### src/design/mik_pkg.sv
// Shared widths, wheel indexes, register indexes and pipeline word types for the
// mecanum inverse kinematics block. No dependencies.
`timescale 1ns / 1ps

package mik_pkg;

    localparam int NUM_WHEELS   = 4;
    localparam int VEL_W        = 16;   // body velocity fields
    localparam int CIRC_W       = 12;   // wheel circumference register
    localparam int DIST_W       = 12;   // track width and wheel base registers
    localparam int LIM_W        = 15;   // rpm limit register
    localparam int RPM_W        = 16;   // wheel speed outputs
    localparam int SPAN_W       = DIST_W + 1;
    localparam int SUM_W        = VEL_W + 1;
    localparam int LIN_W        = 28;   // 2000 * (vx +/- vy)
    localparam int TURN_W       = 29;   // yaw_rate * (track + base)
    localparam int MIX_W        = 30;   // linear term +/- turn term
    localparam int MAG_W        = 31;   // 3 * |mix|
    localparam int DIV_W        = 19;   // 100 * circumference
    localparam int QUO_W        = 15;   // quotient bits below the saturation point
    localparam int REM_W        = DIV_W + QUO_W;
    localparam int STEP_PER_STG = 3;
    localparam int DIV_STAGES   = QUO_W / STEP_PER_STG;

    localparam int RPM_SCALE    = 2000;
    localparam int DIV_SCALE    = 100;

    localparam int WHEEL_FL     = 0;
    localparam int WHEEL_FR     = 1;
    localparam int WHEEL_RL     = 2;
    localparam int WHEEL_RR     = 3;

    localparam int CFG_IDX_W    = 8;
    localparam int CFG_DATA_W   = 16;

    typedef enum logic [CFG_IDX_W-1:0] {
        REG_CIRC  = 8'd0,
        REG_TRACK = 8'd1,
        REG_BASE  = 8'd2,
        REG_LIMIT = 8'd3
    } cfg_reg_t;

    // Word handed from the mixing pipeline to the divider.
    typedef struct packed {
        logic                                valid;
        logic [NUM_WHEELS-1:0]               neg;
        logic [NUM_WHEELS-1:0][MAG_W-1:0]    mag;
    } mik_dividend_t;

    // Word handed from the divider to the output clamp.
    typedef struct packed {
        logic                                valid;
        logic [NUM_WHEELS-1:0]               neg;
        logic [NUM_WHEELS-1:0]               ovf;
        logic [NUM_WHEELS-1:0][QUO_W-1:0]    quo;
    } mik_quot_t;

endpackage

### src/design/mik_mix.sv
// Front half of the pipeline: forms the four signed wheel sums and their scaled magnitudes.
// Depends on mik_pkg.
`timescale 1ns / 1ps

module mik_mix
(
    input  logic                             clk,
    input  logic                             rst_n,
    input  logic                             in_valid,
    input  logic [mik_pkg::VEL_W-1:0]        vel_x,
    input  logic [mik_pkg::VEL_W-1:0]        vel_y,
    input  logic [mik_pkg::VEL_W-1:0]        yaw_rate,
    input  logic [mik_pkg::SPAN_W-1:0]       span,
    output mik_pkg::mik_dividend_t           dvd
);
    import mik_pkg::*;

    localparam logic [LIN_W-1:0] LIN_SCALE = LIN_W'(RPM_SCALE);

    logic                              v1_reg, v2_reg, v3_reg, v4_reg, v5_reg;
    logic [VEL_W-1:0]                  vx_reg, vy_reg, wz_reg;
    logic [SUM_W-1:0]                  sum_next, dif_next, sum_reg, dif_reg;
    logic [TURN_W-1:0]                 turn_next, turn_reg, turn3_reg;
    logic [LIN_W-1:0]                  lsum_next, ldif_next, lsum_reg, ldif_reg;
    logic [NUM_WHEELS-1:0][MIX_W-1:0]  mix_next, mix_reg;
    logic [NUM_WHEELS-1:0]             neg_next, neg_reg;
    logic [NUM_WHEELS-1:0][MAG_W-1:0]  mag_next, mag_reg;

    // Stage 2: pair the linear velocities and form the turn term.
    assign sum_next  = {vx_reg[VEL_W-1], vx_reg} + {vy_reg[VEL_W-1], vy_reg};
    assign dif_next  = {vx_reg[VEL_W-1], vx_reg} - {vy_reg[VEL_W-1], vy_reg};
    assign turn_next = {{(TURN_W-VEL_W){wz_reg[VEL_W-1]}}, wz_reg}
                     * {{(TURN_W-SPAN_W){1'b0}}, span};

    // Stage 3: scale the linear terms so that they share the turn term's units.
    assign lsum_next = {{(LIN_W-SUM_W){sum_reg[SUM_W-1]}}, sum_reg} * LIN_SCALE;
    assign ldif_next = {{(LIN_W-SUM_W){dif_reg[SUM_W-1]}}, dif_reg} * LIN_SCALE;

    // Stage 4: the four wheel combinations.
    always_comb
    begin
        logic [MIX_W-1:0] ls, ld, tn;
        ls = {{(MIX_W-LIN_W){lsum_reg[LIN_W-1]}}, lsum_reg};
        ld = {{(MIX_W-LIN_W){ldif_reg[LIN_W-1]}}, ldif_reg};
        tn = {{(MIX_W-TURN_W){turn3_reg[TURN_W-1]}}, turn3_reg};
        mix_next[WHEEL_FL] = ld - tn;
        mix_next[WHEEL_FR] = ls + tn;
        mix_next[WHEEL_RL] = ls - tn;
        mix_next[WHEEL_RR] = ld + tn;
    end

    // Stage 5: sign and magnitude, the magnitude times three.
    always_comb
    begin
        logic [MIX_W-1:0] abs_v;
        logic [MAG_W-1:0] ext;
        for (int w = 0; w < NUM_WHEELS; w++)
        begin
            neg_next[w] = mix_reg[w][MIX_W-1];
            abs_v       = neg_next[w] ? (~mix_reg[w] + 1'b1) : mix_reg[w];
            ext         = {1'b0, abs_v};
            mag_next[w] = (ext << 1) + ext;
        end
    end

    always_ff @(posedge clk or negedge rst_n)
    begin
        if (!rst_n)
        begin
            v1_reg <= 1'b0;
            v2_reg <= 1'b0;
            v3_reg <= 1'b0;
            v4_reg <= 1'b0;
            v5_reg <= 1'b0;
        end
        else
        begin
            v1_reg <= in_valid;
            v2_reg <= v1_reg;
            v3_reg <= v2_reg;
            v4_reg <= v3_reg;
            v5_reg <= v4_reg;
        end
    end

    always_ff @(posedge clk)
    begin
        vx_reg    <= vel_x;
        vy_reg    <= vel_y;
        wz_reg    <= yaw_rate;
        sum_reg   <= sum_next;
        dif_reg   <= dif_next;
        turn_reg  <= turn_next;
        lsum_reg  <= lsum_next;
        ldif_reg  <= ldif_next;
        turn3_reg <= turn_reg;
        mix_reg   <= mix_next;
        neg_reg   <= neg_next;
        mag_reg   <= mag_next;
    end

    assign dvd.valid = v5_reg;
    assign dvd.neg   = neg_reg;
    assign dvd.mag   = mag_reg;

    // Every dividend word comes from a command that has passed through the mixing stages.
    a_mix_latency: assert property (@(posedge clk) disable iff (!rst_n)
        dvd.valid |-> $past(in_valid, 5))
        else $error("mix stage produced a word without a matching command");

endmodule

### config.mk
export PLATFORM = sky130hd
export DESIGN_NAME = mik_mix
export DESIGN_NICKNAME = d
export VERILOG_FILES = /design/src/design/mik_pkg.sv /design/src/design/mik_mix.sv
export SDC_FILE = /design/constraint.sdc
export NUM_CORES = 2
export LEC_CHECK = 0
export ABC_AREA = 1
export BUFFER_PORTS_ARGS = -buffer_cell sky130_fd_sc_hd__buf_2
export CAP_MARGIN = 15
export CORE_UTILIZATION = 40
export DETAILED_ROUTE_END_ITERATION = 10
export PLACE_DENSITY = 0.55
export SYNTH_ARGS = -nofsm -noshare
export SYNTH_HDL_FRONTEND = slang
export SYNTH_SLANG_ARGS = --single-unit
### constraint.sdc
create_clock -name clk -period 6.7 [get_ports clk]
set_clock_uncertainty 0.05 [all_clocks]
set_input_delay 1.005 -clock clk [delete_from_list [all_inputs] [get_ports clk]]
set_output_delay 1.005 -clock clk [all_outputs]
set_load 0.02 [all_outputs]
## Yosys cells after proc, flatten, opt, wreduce, memory -nomap -nowiden

Cells that the tools add are included.

- Register bits: 441

- Multiply operators: 3
- Bitwise logic cells: 4
- Muxes and demuxes: 4
- Add/subtract/negate cells: 14

Operators with widths:

| operator | number |
|---|---|
| $add A31 B30 Y31 | 4 |
| $add A30 B1 Y30 const B | 4 |
| $mux W30 | 4 |
| $not A30 Y30 | 4 |
| $add A28 B29 Y30 | 2 |
| $sub A28 B29 Y30 | 2 |
| $mul A28 B7 Y24 const B | 2 |
| $mul A16 B14 Y29 | 1 |
| $add A16 B16 Y17 | 1 |
| $sub A16 B16 Y17 | 1 |

## Logic depth before layout (Yosys ltp)

- Word-level depth: 4
- Gate-level depth with buffers: 28
- Depth with buffers taken out: 26

## Least setup slack after synthesis

No wires, ideal clock.

- Kind: input-to-reg
- From: input span[3] (netlist name)
- To: register turn_reg[28]
- Path buffers: 2
- Path slack: 0.484 ns
- Stages: 26
- Data arrival time: 6.054 ns
- Cell sequence: clkbuf_1 -> clkbuf_1 -> nand2_1 -> inv_1 -> fa_1 -> inv_1 -> fa_1 -> inv_1 -> fa_1 -> inv_1 -> fa_1 -> inv_1 -> fa_1 -> inv_1 -> fa_1 -> inv_1 -> ha_1 -> inv_1 -> nor3_1 -> nand2_1 -> nor2_1 -> nand2_1 -> inv_1 -> nor2_1 -> nand2_1 -> nand2_1

- Longest elaborated chain between the ends: 1

RTL lines:

| element | RTL line | source |
|---|---|---|
| start: declaration | mik_mix.sv:13 | `input logic [mik_pkg::SPAN_W-1:0] span,` |
| $mul A16 B14 Y29 | mik_mix.sv:33 | `* {{(TURN_W-SPAN_W){1'b0}}, span};` |
| net turn_next[28] | mik_mix.sv:23 | `logic [TURN_W-1:0] turn_next, turn_reg, turn3_reg;` |
| end signal: assignment | mik_mix.sv:93 | `turn_reg <= turn_next;` |
| end: declaration | mik_mix.sv:23 |  |

The timed path passes the listed nets, and every way through them passes these cells.

## Worst setup path in the final report

- From: register wz_reg[15]
- To: register turn_reg[22]

- Longest elaborated chain between the ends: 1

RTL lines:

| element | RTL line | source |
|---|---|---|
| start: declaration | mik_mix.sv:21 | `logic [VEL_W-1:0] vx_reg, vy_reg, wz_reg;` |
| start signal: assignment | mik_mix.sv:90 | `wz_reg <= yaw_rate;` |
| $mul A16 B14 Y29 | mik_mix.sv:33 |  |
| net turn_next[22] | mik_mix.sv:23 |  |

The timed path passes the listed nets, and every way through them passes these cells.

==> results.cfg <==
[cts]
clockBufferDepth = 3
numCtsBuffers = 54
cts_hold_buf = 0
clkTransAtPathRegs_ns = 0.07
post_cts_buffers = 0
numClockSinks = 426
cts_root_buffer = clkbuf_16
clock_latency_ns = 0.67
cts.repair.resized = 0
htreeDepth = 2
tritoncts = built

[grt]
grt_max_degree = 32
grt_pass1_wl_mm = 215.7
grt_pass1_vias = 39211
track_usage_pct = 24.42
grt-ovfl-total = 0
antenna_found_initial = 1

[routing]
route.met3.wl_mm = 7.221
drt-met1-wl_mm = 62.18
top_layer_used = met5
viasPerCell = 4.830
via_count = 40841
drt-total-wl_mm = 137.7
dr_wl_met2_mm = 63.16
first_pass_iters = 8
route.detailed.drc = 0
antenna_left = 0
drt_iter0_drc = 2766
wl_per_cell_um = 16.28

[floorplanning]
std_cell_rows = 122
io_pins = 193
initial_core_util_pct = 40.37
dieArea_sq_mm = 0.1132
dieHeight_um = 336.4
fp.dieW_um = 336.4
core_area_sq_mm = 0.1108

[setup_path]
crit_type = reg2reg
path_max_fanout = 14
crit_start = wz_reg[15]
endpoint_kind = flop
reg2reg_to = turn_reg[22]
r2r_slack_ns = 0.82
startpoint_type = flop
endpoint = turn_reg[22]
required_ns = 7.19
crit-reg2reg-launch = wz_reg[15]
ff2ff_path_depth = 21
worstPathArrival_ns = 6.36

[sta]
fin_setup_tns_ns = 0
fin_crit_sh_pct = 87.69
hold_viol = 0
worst_pin_slew_ns = 0.9058
max_freq_mhz = 170.2
fin_crit_ns = 5.875
rsz0062_at_grt = false
slew_headroom_pct = 39.53
setup_viol_count_final = 0
report.final.slew_viol_count = 0

[layout]
num-nets-final = 7734
diodes = 0
multiInputGateArea_sq_mm = 0.03044
fill_cells = 11956
drive_gt1_share_pct = 4.836
syn2layout_area_growth_pct = 9.548
largest_reg_flops = 121
register_area_sq_mm = 0.008553

[yosys]
synth_warnings = 0
ys_ff_latch = 426
syn-cell-area_sq_mm = 0.04474
synthTopCellsByCount = nand2_1, inv_1, nor2_1, dfxtp_1, ha_1
synth_cell_types = 43
synth_flop_cell = dfxtp_1
synthTopCellsByArea = dfxtp_1, nand2_1, fa_1
seq_area_frac_synth_pct = 19.12
synthArstFlopShare_pct = 1.174
synth_top_area_cell = dfxtp_1
syn_inst = 6768
syn_nets = 7578
syn_area_per_cell_sq_um = 6.610
synth.most_common_cell = nand2_1
synth_edf_count = 0
synth_top_area_share_pct = 18.84

[worst_hold_path]
hold_path_class = in2async

[placement]
hpwl_mm = 117.1
portBuffers = 192
place_congestion = 0.9710

[outcome]
status = finished clean

[run]
drv_cap = 0
-- metrics by stage --
stage / util [%] / hold WS, ns / instances / setup WS [ns] / cell area, sq um
global route: 44.22 / 0.08471 / 8456 / 0.4307 / 49010
CTS: 44.22 / 0.06751 / 8456 / 0.8233 / 49010
floorplan: - / 0.2596 / 6768 / 0.4836 / 44740
finish: 44.22 / 0.1121 / 8456 / 0.8249 / 49010
detailed placement: 42.59 / 0.2621 / 8356 / 0.2894 / 47190
global placement: 42.59 / 0.2637 / 8356 / 0.3141 / 47190
-- cells in the final DEF (no fill, tap or decap), drive strengths merged, types with 67 or more instances in the layout --
cell type and count:
nand3 353, xor2 196, nor2 606, fa 328, clkbuf 67, dfxtp 421
nand4 134, buf 207, ha 418, xnor2 73, a21oi 285, inv 1423
o21ai 147, nand2 2097
-- logic make-up (layout without fill, tap and decap cells) --
kind of cell	count (synthesis)	after routing	synth area share, %
simple gates	3314	3314	30.35
buf+inv	1510	1710	12.84
fa+ha+maj	746	746	26.37
compound gates	503	503	6.052
flops	426	426	19.12
xor+xnor	269	269	5.266
-- routing by layer --
layer	up-vias	track usage, %
met1	18724	32.12
met2	1025	41.16
met5	-	0
met4	2	8.549
li1	20894	-
met3	196	2.927
-- worst max-delay path: stages, from the launching register on --
cell and delay [ns]:
dfxtp_1 0.74, nand2_1 0.21, inv_1 0.14, fa_1 0.49
inv_1 0.11, fa_1 0.48, inv_1 0.12, buf_4 0.16
fa_1 0.45, fa_1 0.51, fa_1 0.49, inv_1 0.05
fa_1 0.49, inv_1 0.04, ha_1 0.39, nand2_1 0.14
nor2_1 0.20, inv_1 0.06, nor2_1 0.13, nand4_1 0.12
nand4_1 0.11, nand2_1 0.05
-- area by class of cell --
cell class | instances | area share (%)
clock buffer | 67 | 2.962
clock inverter | 33 | 0.7404
inverter | 1403 | 10.75
multi-input combinational | 4832 | 62.11
sequential | 426 | 17.45
tap | 1488 | 3.799
timing repair buffer | 207 | 2.191
-- worst min-delay path by stage --
stage	startpoint	slack, ns	end	depth (start not counted)
6_report	rst_n	0.11	v4_reg	1
3_5_place_dp	turn_reg[1]	0.26	turn3_reg[1]	0
4_1_cts	rst_n	0.07	v5_reg	1
2_1_floorplan	turn_reg[0]	0.26	turn3_reg[0]	0
3_3_place_gp	turn_reg[18]	0.26	turn3_reg[18]	0
5_1_grt	rst_n	0.08	v4_reg	1
Power is left out: the tool's default activity adds up to more than one toggle a clock period on the data nets, which glitch-free logic cannot reach.
