## src/design/mik_pkg.sv

```systemverilog
// Shared widths, wheel indexes, register indexes and pipeline word types for the
// mecanum inverse kinematics block. No dependencies.
`timescale 1ns / 1ps

package mik_pkg;

    localparam int NUM_WHEELS   = 4;
    localparam int VEL_W        = 16;   // body velocity fields
    localparam int CIRC_W       = 12;   // wheel circumference register
    localparam int DIST_W       = 12;   // track width and wheel base registers
    localparam int LIM_W        = 15;   // rpm limit register
    localparam int RPM_W        = 16;   // wheel speed outputs
    localparam int SPAN_W       = DIST_W + 1;
    localparam int SUM_W        = VEL_W + 1;
    localparam int LIN_W        = 28;   // 2000 * (vx +/- vy)
    localparam int TURN_W       = 29;   // yaw_rate * (track + base)
    localparam int MIX_W        = 30;   // linear term +/- turn term
    localparam int MAG_W        = 31;   // 3 * |mix|
    localparam int DIV_W        = 19;   // 100 * circumference
    localparam int QUO_W        = 15;   // quotient bits below the saturation point
    localparam int REM_W        = DIV_W + QUO_W;
    localparam int STEP_PER_STG = 3;
    localparam int DIV_STAGES   = QUO_W / STEP_PER_STG;

    localparam int RPM_SCALE    = 2000;
    localparam int DIV_SCALE    = 100;

    localparam int WHEEL_FL     = 0;
    localparam int WHEEL_FR     = 1;
    localparam int WHEEL_RL     = 2;
    localparam int WHEEL_RR     = 3;

    localparam int CFG_IDX_W    = 8;
    localparam int CFG_DATA_W   = 16;

    typedef enum logic [CFG_IDX_W-1:0] {
        REG_CIRC  = 8'd0,
        REG_TRACK = 8'd1,
        REG_BASE  = 8'd2,
        REG_LIMIT = 8'd3
    } cfg_reg_t;

    // Word handed from the mixing pipeline to the divider.
    typedef struct packed {
        logic                                valid;
        logic [NUM_WHEELS-1:0]               neg;
        logic [NUM_WHEELS-1:0][MAG_W-1:0]    mag;
    } mik_dividend_t;

    // Word handed from the divider to the output clamp.
    typedef struct packed {
        logic                                valid;
        logic [NUM_WHEELS-1:0]               neg;
        logic [NUM_WHEELS-1:0]               ovf;
        logic [NUM_WHEELS-1:0][QUO_W-1:0]    quo;
    } mik_quot_t;

endpackage

```

## src/design/mik_div.sv

```systemverilog
// Pipelined restoring divider for the four wheel magnitudes, three quotient bits per stage.
// Depends on mik_pkg.
`timescale 1ns / 1ps

module mik_div
(
    input  logic                          clk,
    input  logic                          rst_n,
    input  logic [mik_pkg::DIV_W-1:0]     divisor,
    input  mik_pkg::mik_dividend_t        dvd,
    output mik_pkg::mik_quot_t            quo
);
    import mik_pkg::*;

    typedef struct packed {
        logic [MAG_W-1:0] rem;
        logic [QUO_W-1:0] quo;
    } div_step_t;

    // Runs a few restoring steps, the quotient bits entering from the right.
    function automatic div_step_t div_steps(input logic [MAG_W-1:0] rem_in,
                                            input logic [QUO_W-1:0] quo_in,
                                            input logic [DIV_W-1:0] dsr,
                                            input int               top_bit);
        div_step_t        res;
        logic [REM_W-1:0] shifted;
        logic [REM_W-1:0] wide;
        logic             hit;
        res.rem = rem_in;
        res.quo = quo_in;
        for (int k = 0; k < STEP_PER_STG; k++)
        begin
            shifted = REM_W'(dsr) << (top_bit - k);
            wide    = REM_W'(res.rem);
            hit     = (wide >= shifted);
            if (hit)
            begin
                res.rem = MAG_W'(wide - shifted);
            end
            res.quo = {res.quo[QUO_W-2:0], hit};
        end
        return res;
    endfunction

    logic                             vld_reg [0:DIV_STAGES];
    logic [NUM_WHEELS-1:0]            neg_reg [0:DIV_STAGES];
    logic [NUM_WHEELS-1:0]            ovf_reg [0:DIV_STAGES];
    logic [NUM_WHEELS-1:0][MAG_W-1:0] rem_reg [0:DIV_STAGES-1];
    logic [NUM_WHEELS-1:0][QUO_W-1:0] quo_reg [1:DIV_STAGES];
    logic [NUM_WHEELS-1:0]            ovf_next;

    // A quotient of 2^QUO_W or more lies above any limit the register can hold.
    always_comb
    begin
        for (int w = 0; w < NUM_WHEELS; w++)
        begin
            ovf_next[w] = (REM_W'(dvd.mag[w]) >= {divisor, {QUO_W{1'b0}}});
        end
    end

    always_ff @(posedge clk or negedge rst_n)
    begin
        if (!rst_n)
        begin
            for (int s = 0; s <= DIV_STAGES; s++)
            begin
                vld_reg[s] <= 1'b0;
            end
        end
        else
        begin
            vld_reg[0] <= dvd.valid;
            for (int s = 1; s <= DIV_STAGES; s++)
            begin
                vld_reg[s] <= vld_reg[s-1];
            end
        end
    end

    always_ff @(posedge clk)
    begin
        rem_reg[0] <= dvd.mag;
        neg_reg[0] <= dvd.neg;
        ovf_reg[0] <= ovf_next;
    end

    for (genvar s = 1; s <= DIV_STAGES; s++)
    begin : g_stage
        localparam int TOP_BIT = QUO_W - 1 - (s - 1) * STEP_PER_STG;
        div_step_t st [NUM_WHEELS];

        if (s == 1)
        begin : g_first
            always_comb
            begin
                for (int w = 0; w < NUM_WHEELS; w++)
                begin
                    st[w] = div_steps(rem_reg[0][w], '0, divisor, TOP_BIT);
                end
            end
        end
        else
        begin : g_next
            always_comb
            begin
                for (int w = 0; w < NUM_WHEELS; w++)
                begin
                    st[w] = div_steps(rem_reg[s-1][w], quo_reg[s-1][w], divisor, TOP_BIT);
                end
            end
        end

        always_ff @(posedge clk)
        begin
            neg_reg[s] <= neg_reg[s-1];
            ovf_reg[s] <= ovf_reg[s-1];
            for (int w = 0; w < NUM_WHEELS; w++)
            begin
                quo_reg[s][w] <= st[w].quo;
            end
        end

        if (s < DIV_STAGES)
        begin : g_rem
            always_ff @(posedge clk)
            begin
                for (int w = 0; w < NUM_WHEELS; w++)
                begin
                    rem_reg[s][w] <= st[w].rem;
                end
            end
        end
    end

    assign quo.valid = vld_reg[DIV_STAGES];
    assign quo.neg   = neg_reg[DIV_STAGES];
    assign quo.ovf   = ovf_reg[DIV_STAGES];
    assign quo.quo   = quo_reg[DIV_STAGES];

    // Each quotient word comes from a dividend that passed the input register and every stage.
    a_div_latency: assert property (@(posedge clk) disable iff (!rst_n)
        quo.valid |-> $past(dvd.valid, DIV_STAGES + 1))
        else $error("divider produced a word without a matching dividend");

endmodule

```

## config.mk

```make
export PLATFORM = sky130hd
export DESIGN_NAME = mik_div
export DESIGN_NICKNAME = d
export VERILOG_FILES = /design/src/design/mik_pkg.sv /design/src/design/mik_div.sv
export SDC_FILE = /design/constraint.sdc
export NUM_CORES = 2
export LEC_CHECK = 0
export BUFFER_PORTS_ARGS = -buffer_cell sky130_fd_sc_hd__buf_2
export CORE_ASPECT_RATIO = 0.9
export CORE_MARGIN = 4
export CORE_UTILIZATION = 55
export CTS_CLUSTER_DIAMETER = 40
export DETAILED_ROUTE_END_ITERATION = 8
export MAX_ROUTING_LAYER = met4
export PLACE_DENSITY = 0.77
export SYNTH_ARGS = -nofsm -noshare
export SYNTH_HDL_FRONTEND = slang
export SYNTH_SLANG_ARGS = --single-unit
```

## constraint.sdc

```tcl
create_clock -name clk -period 9 [get_ports clk]
set_input_delay 1.35 -clock clk [delete_from_list [all_inputs] [get_ports clk]]
set_output_delay 1.35 -clock clk [all_outputs]
set_load 0.02 [all_outputs]
```

; After elaboration in Yosys (flattened, before gate mapping)
; Memories as Yosys holds them, arrays and structs flattened.
; Cells that the tools add are included.
[op_classes]
addsub = 56
n_lt_le_gt_ge = 64
n_mux = 56
[op_table]
columns = op, n
row1 = $mux W31, 56
row2 = $sub A31 B31 Y31, 12
row3 = $ge A31 B34 Y1, 4
row4 = $ge A31 B33 Y1, 4
row5 = $ge A31 B32 Y1, 4
row6 = $ge A31 B19 Y1, 4
row7 = $ge A31 B20 Y1, 4
row8 = $ge A31 B21 Y1, 4
row9 = $ge A31 B22 Y1, 4
row10 = $ge A31 B23 Y1, 4
row11 = $ge A31 B24 Y1, 4
row12 = $ge A31 B25 Y1, 4
row13 = $ge A31 B26 Y1, 4
row14 = $ge A31 B27 Y1, 4
row15 = $ge A31 B28 Y1, 4
row16 = $ge A31 B29 Y1, 4
row17 = $ge A31 B30 Y1, 4
row18 = $ge A31 B31 Y1, 4
row19 = $sub A31 B20 Y31, 4
row20 = $sub A31 B21 Y31, 4
row21 = $sub A31 B22 Y31, 4
row22 = $sub A31 B23 Y31, 4
row23 = $sub A31 B24 Y31, 4
row24 = $sub A31 B25 Y31, 4
row25 = 5 further kinds, 20
[totals]
register_bits = 6
mem_bits_rw = 968
inputBits = 150
output_inout_bits = 69
memories = 4
[memory_table]
columns = memory, words, width, rd, rd_ports_with_merged_regs, wr, line_no
row1 = rem_reg, 5, 124, 5, 0, 5, mik_div.sv:48  ; logic [NUM_WHEELS-1:0][MAG_W-1:0] rem_reg [0:DIV_STAGES-1];
row2 = quo_reg, 5, 60, 5, 0, 5, mik_div.sv:49  ; logic [NUM_WHEELS-1:0][QUO_W-1:0] quo_reg [1:DIV_STAGES];
row3 = neg_reg, 6, 4, 6, 0, 6, mik_div.sv:46  ; logic [NUM_WHEELS-1:0] neg_reg [0:DIV_STAGES];
row4 = ovf_reg, 6, 4, 6, 0, 6, mik_div.sv:47  ; logic [NUM_WHEELS-1:0] ovf_reg [0:DIV_STAGES];

; Logic depth before layout (Yosys ltp)
; An unclocked memory read counts as a cell.
[depth]
ltp_word = 7
depth_mapped = 48
ltp_nobuf = 44

; Least setup slack after synthesis
; OpenSTA, ideal clock, no wires.
[synth_path]
kind = input-to-reg
start = in divisor[1] (netlist name)
end = mem rem_reg[1][23] (netlist name)
setup_time_ns = 0.121
arrival_time_ns = 13.290
required_ns = 8.879
path_slack_ns = -4.411
path_stages = 48
n_path_buf = 4
path_cell_list = inv_1 > ha_1 > nor2b_1 > o21ai_0 > a21boi_0 > o21ai_0 > nand2b_1 > a21oi_1 > o31ai_1 > o41a_1 > a21o_1 > a21o_1 > a41o_1 > clkbuf_1 > clkbuf_1 > mux2i_1 > ha_1 > nor2b_1 > (+12 left out) > a21oi_1 > inv_1 > ha_1 > nor2b_1 > o21ai_0 > a21boi_0 > o21ai_0 > a21boi_0 > o21ai_0 > a21boi_0 > o31a_1 > o211a_1 > a221o_1 > a21o_1 > a21oi_1 > o211ai_1 > buf_1 > mux2_2
[synth_rtl]
columns = element, line_no
row1 = start: declaration, mik_div.sv:9  ; input logic [mik_pkg::DIV_W-1:0] divisor,
row2 = end: declaration, mik_div.sv:48

==> results summary <==
The area share of the largest cell type after synthesis is 19.7%. After detailed routing, the number of remaining DRC violations is 0. Timing analysis after detailed placement gives a worst setup slack of -1.00 ns. The half-perimeter wire length of the detailed placement result came out at 269000 um.

The aggregate global-route resource usage is 39.7%. The wire length of the first global-routing pass is 507000 um. The mean cell area of the mapped netlist is 7.94 um^2. Of all flip-flops after synthesis, the portion carrying an async set or reset was 0.703%.

The worst setup path is launched from an input pin. The register bit count reported by yosys came out at 854. On the worst path, the slowest cell contributes a delay of 0.58 ns. The tree is rooted in a clkbuf_16. The TritonCTS buffer count is 139. The die covers 163000 um^2. Dividing the final minimum period by the clock period gives 101%. Entering global routing, the biggest net connects 33 pins. Clock-pin slew was measured on the worst setup and hold paths at 0.06 ns.

The count of warnings emitted by yosys is 0. The max-cap violation count is 0. For this configuration, the core starts out at a cell density of 55.5%.

The number of violations reported at the end of detailed-routing iteration 0 is 9114. The flip-flop count of the largest register after layout is 620. The cell area after synthesis came out at 86200 um^2.

The leftover overflow at the end of global routing is 0. The number of routed nets with antenna violations is 0. The fraction of layout cells with a size suffix above 1 came out at 32.9%.

The gate count of the mapped netlist came out at 10800. The post-route standard cell area excluding fillers came out at 122000 um^2. Once routing completed, OpenROAD measured the worst setup slack at -0.0851 ns.

The final weighted congestion in routability-driven placement is 1.07. The critical path arrival came out at 9.76 ns. The count of standard-cell rows came out at 137. The number of enable flip-flop cells after synthesis is 0. TritonCTS built the clock tree.

On the critical path, the stage with the largest delay is an instance of or4_4. The achievable frequency came out at 110 MHz. The count of final max-slew check failures is 0. Counting stages on the worst path, the most repeated cell is a21oi_2. Counting instances, the worst hold path has a depth of 0. The detailed-router iteration count before antenna repair came out at 7. In the routed layout, each cell is associated on average with a via count of 6.00. For this design the top-level I/O count stands at 219. The run finished, with violations left. In this run, distinct cell masters in the synthesized netlist total 108. The total vias in the final route is 97800. The horizontal die dimension is 425 um. The critical path is of the in2reg type.

The number of global-route vias before repair came out at 94300. The number of hold-slack violations in the final timing report is 0. The headroom to the max-slew limit came out at 29.9%. The share of the Yosys chip area taken by registers is 19.9%. The biggest area contributor in the post-synthesis netlist is dfxtp_1.

The clock arrives with 0.0350 ns of skew. The initial antenna violation count came out at 23. The chip height is 383 um. The placement-stage cell area is 113000 um^2.

The clock sink count is 854. The layout overhead on the synthesized area is 41.3%. The highest net fanout along the worst path came out at 9. Summed over all layers, the routed wires come to 339000 um. For this run, the post-layout net count is 15500. The clock latency at the later pin of the worst-skew pair is 0.81 ns. STA classifies the critical path endpoint as a flip-flop. The data required time of the worst path came out at 9.68 ns. The slew of the pin with the lowest slew margin came out at 1.04 ns. Buffers inserted to repair hold after CTS numbered 0.

The number of endpoints failing setup at the final stage is 15. The time the final worst path needs with I/O delays and setup is 9.09 ns. Among all flip-flop cells after synthesis, the most frequent one is dfxtp_1. Dividing the detail-routed wire length by the instance count gives 20.8 um. The number of cells on the worst reg-to-reg path is 43.

The number of buffer cells added on primary ports came out at 218. By area the synthesized netlist is led by dfxtp_1 20%, ha_1 17%, xnor2_1 6.5%. Counting every net in the synthesized netlist gives 12200.

The checks that failed: setup timing. The class of the worst hold path is reg2reg. The count of H-tree levels built during CTS came out at 4.

After floorplanning, the core was sized to cover 155000 um^2. The maximum count of clock buffers along a single path came out at 3. Setup repair after global routing could not meet its margin everywhere.
[placed cells by master, fill, tap and decap left out, types with 363 or more instances in the layout]
cell,count
dfxtp_1,848
nor2_1,836
xnor2_1,638
mux2_2,363
inv_1,499
a21o_1,442
nand2_1,853
buf_4,2960
ha_1,1165
a21oi_1,874
o21ai_0,494
[cells by family after synthesis]
logic type | synth area share, %
fa+ha+maj | 18.6
simple gates | 19.2
xor+xnor | 9.13
compound gates | 23.8
flops | 19.9
buf+inv | 3.36
mux | 5.98
[layout make-up]
type	instances	area (um^2)
Antenna cell	14	35.0
Clock buffer	159	3700
Clock inverter	96	1190
Fill cell	10900	33600
Inverter	541	2160
Multi-Input combinational cell	9238	69400
Sequential cell	854	17100
Tap cell	2085	2610
Timing Repair Buffer	3303	25500
Timing Repair inverter	1	6.26
[path summary, 6_finish.rpt]
path | to | slack, ns | startpoint
worst min register to register | quo_reg[0][333] | 0.32 | quo_reg[0][270]
worst max-delay path | rem_reg[2][108] | -0.09 | divisor[1]
worst min-delay path | quo_reg[0][333] | 0.32 | quo_reg[0][270]
max in group asynchronous | vld_reg[1] | 8.48 | rst_n
min in group asynchronous | vld_reg[3] | 0.38 | rst_n
worst max register to register | rem_reg[2][108] | 0.31 | rem_reg[1][104]
[synth_stat cells, types with 165 or more instances]
| cell type | instances |
|---|---|
| mux2_2 | 393 |
| a21o_1 | 442 |
| nor2_1 | 871 |
| clkbuf_1 | 165 |
| o21ai_0 | 775 |
| inv_1 | 533 |
| nand3_1 | 206 |
| a21oi_1 | 1007 |
| dfxtp_1 | 848 |
| xor2_1 | 260 |
| ha_1 | 1192 |
| nand4_1 | 223 |
| nand2_1 | 887 |
| nor3_1 | 233 |
| xnor2_1 | 638 |
[through the flow]
step | TNS [ns] | util (%) | hold slack (ns) | instances
after floorplan | -708.95 | - | 0.310 | 10800
after global placement | -164.31 | 73.0 | 0.310 | 15900
after detailed placement | -245.82 | 73.0 | 0.312 | 15900
after CTS | 0 | 76.4 | 0.320 | 16100
after global routing | -20.93 | 78.4 | 0.321 | 16300
final | -0.539 | 78.4 | 0.320 | 16300
[worst max-delay path: cells and delay by family]
kind	cells	cell delay, ns
buf+inv	9	1.24
compound gates	24	4.33
mux	1	0.29
simple gates	7	1.38
fa+ha+maj	3	1.13
[routing by layer]
layer  up-vias  global-route usage, %  wire length, um
met4         0                   15.7            16100
met1     46000                   52.0           142000
met3       971                   7.31            34600
met2      4505                   60.7           146000
met5         -                      -                0
li1      46400                      -                -
[timing repair]
item / 4_1_cts / 5_1_grt
pin swaps: 30 / 223
resized for setup: 31 / 476
buffers inserted: 24 / 127
endpoints found under the setup margin: 84 / 394
cloned: 2 / 14
Power is not shown: default switching activity piles up to over one toggle a cycle in this logic, so the estimate is an artifact.
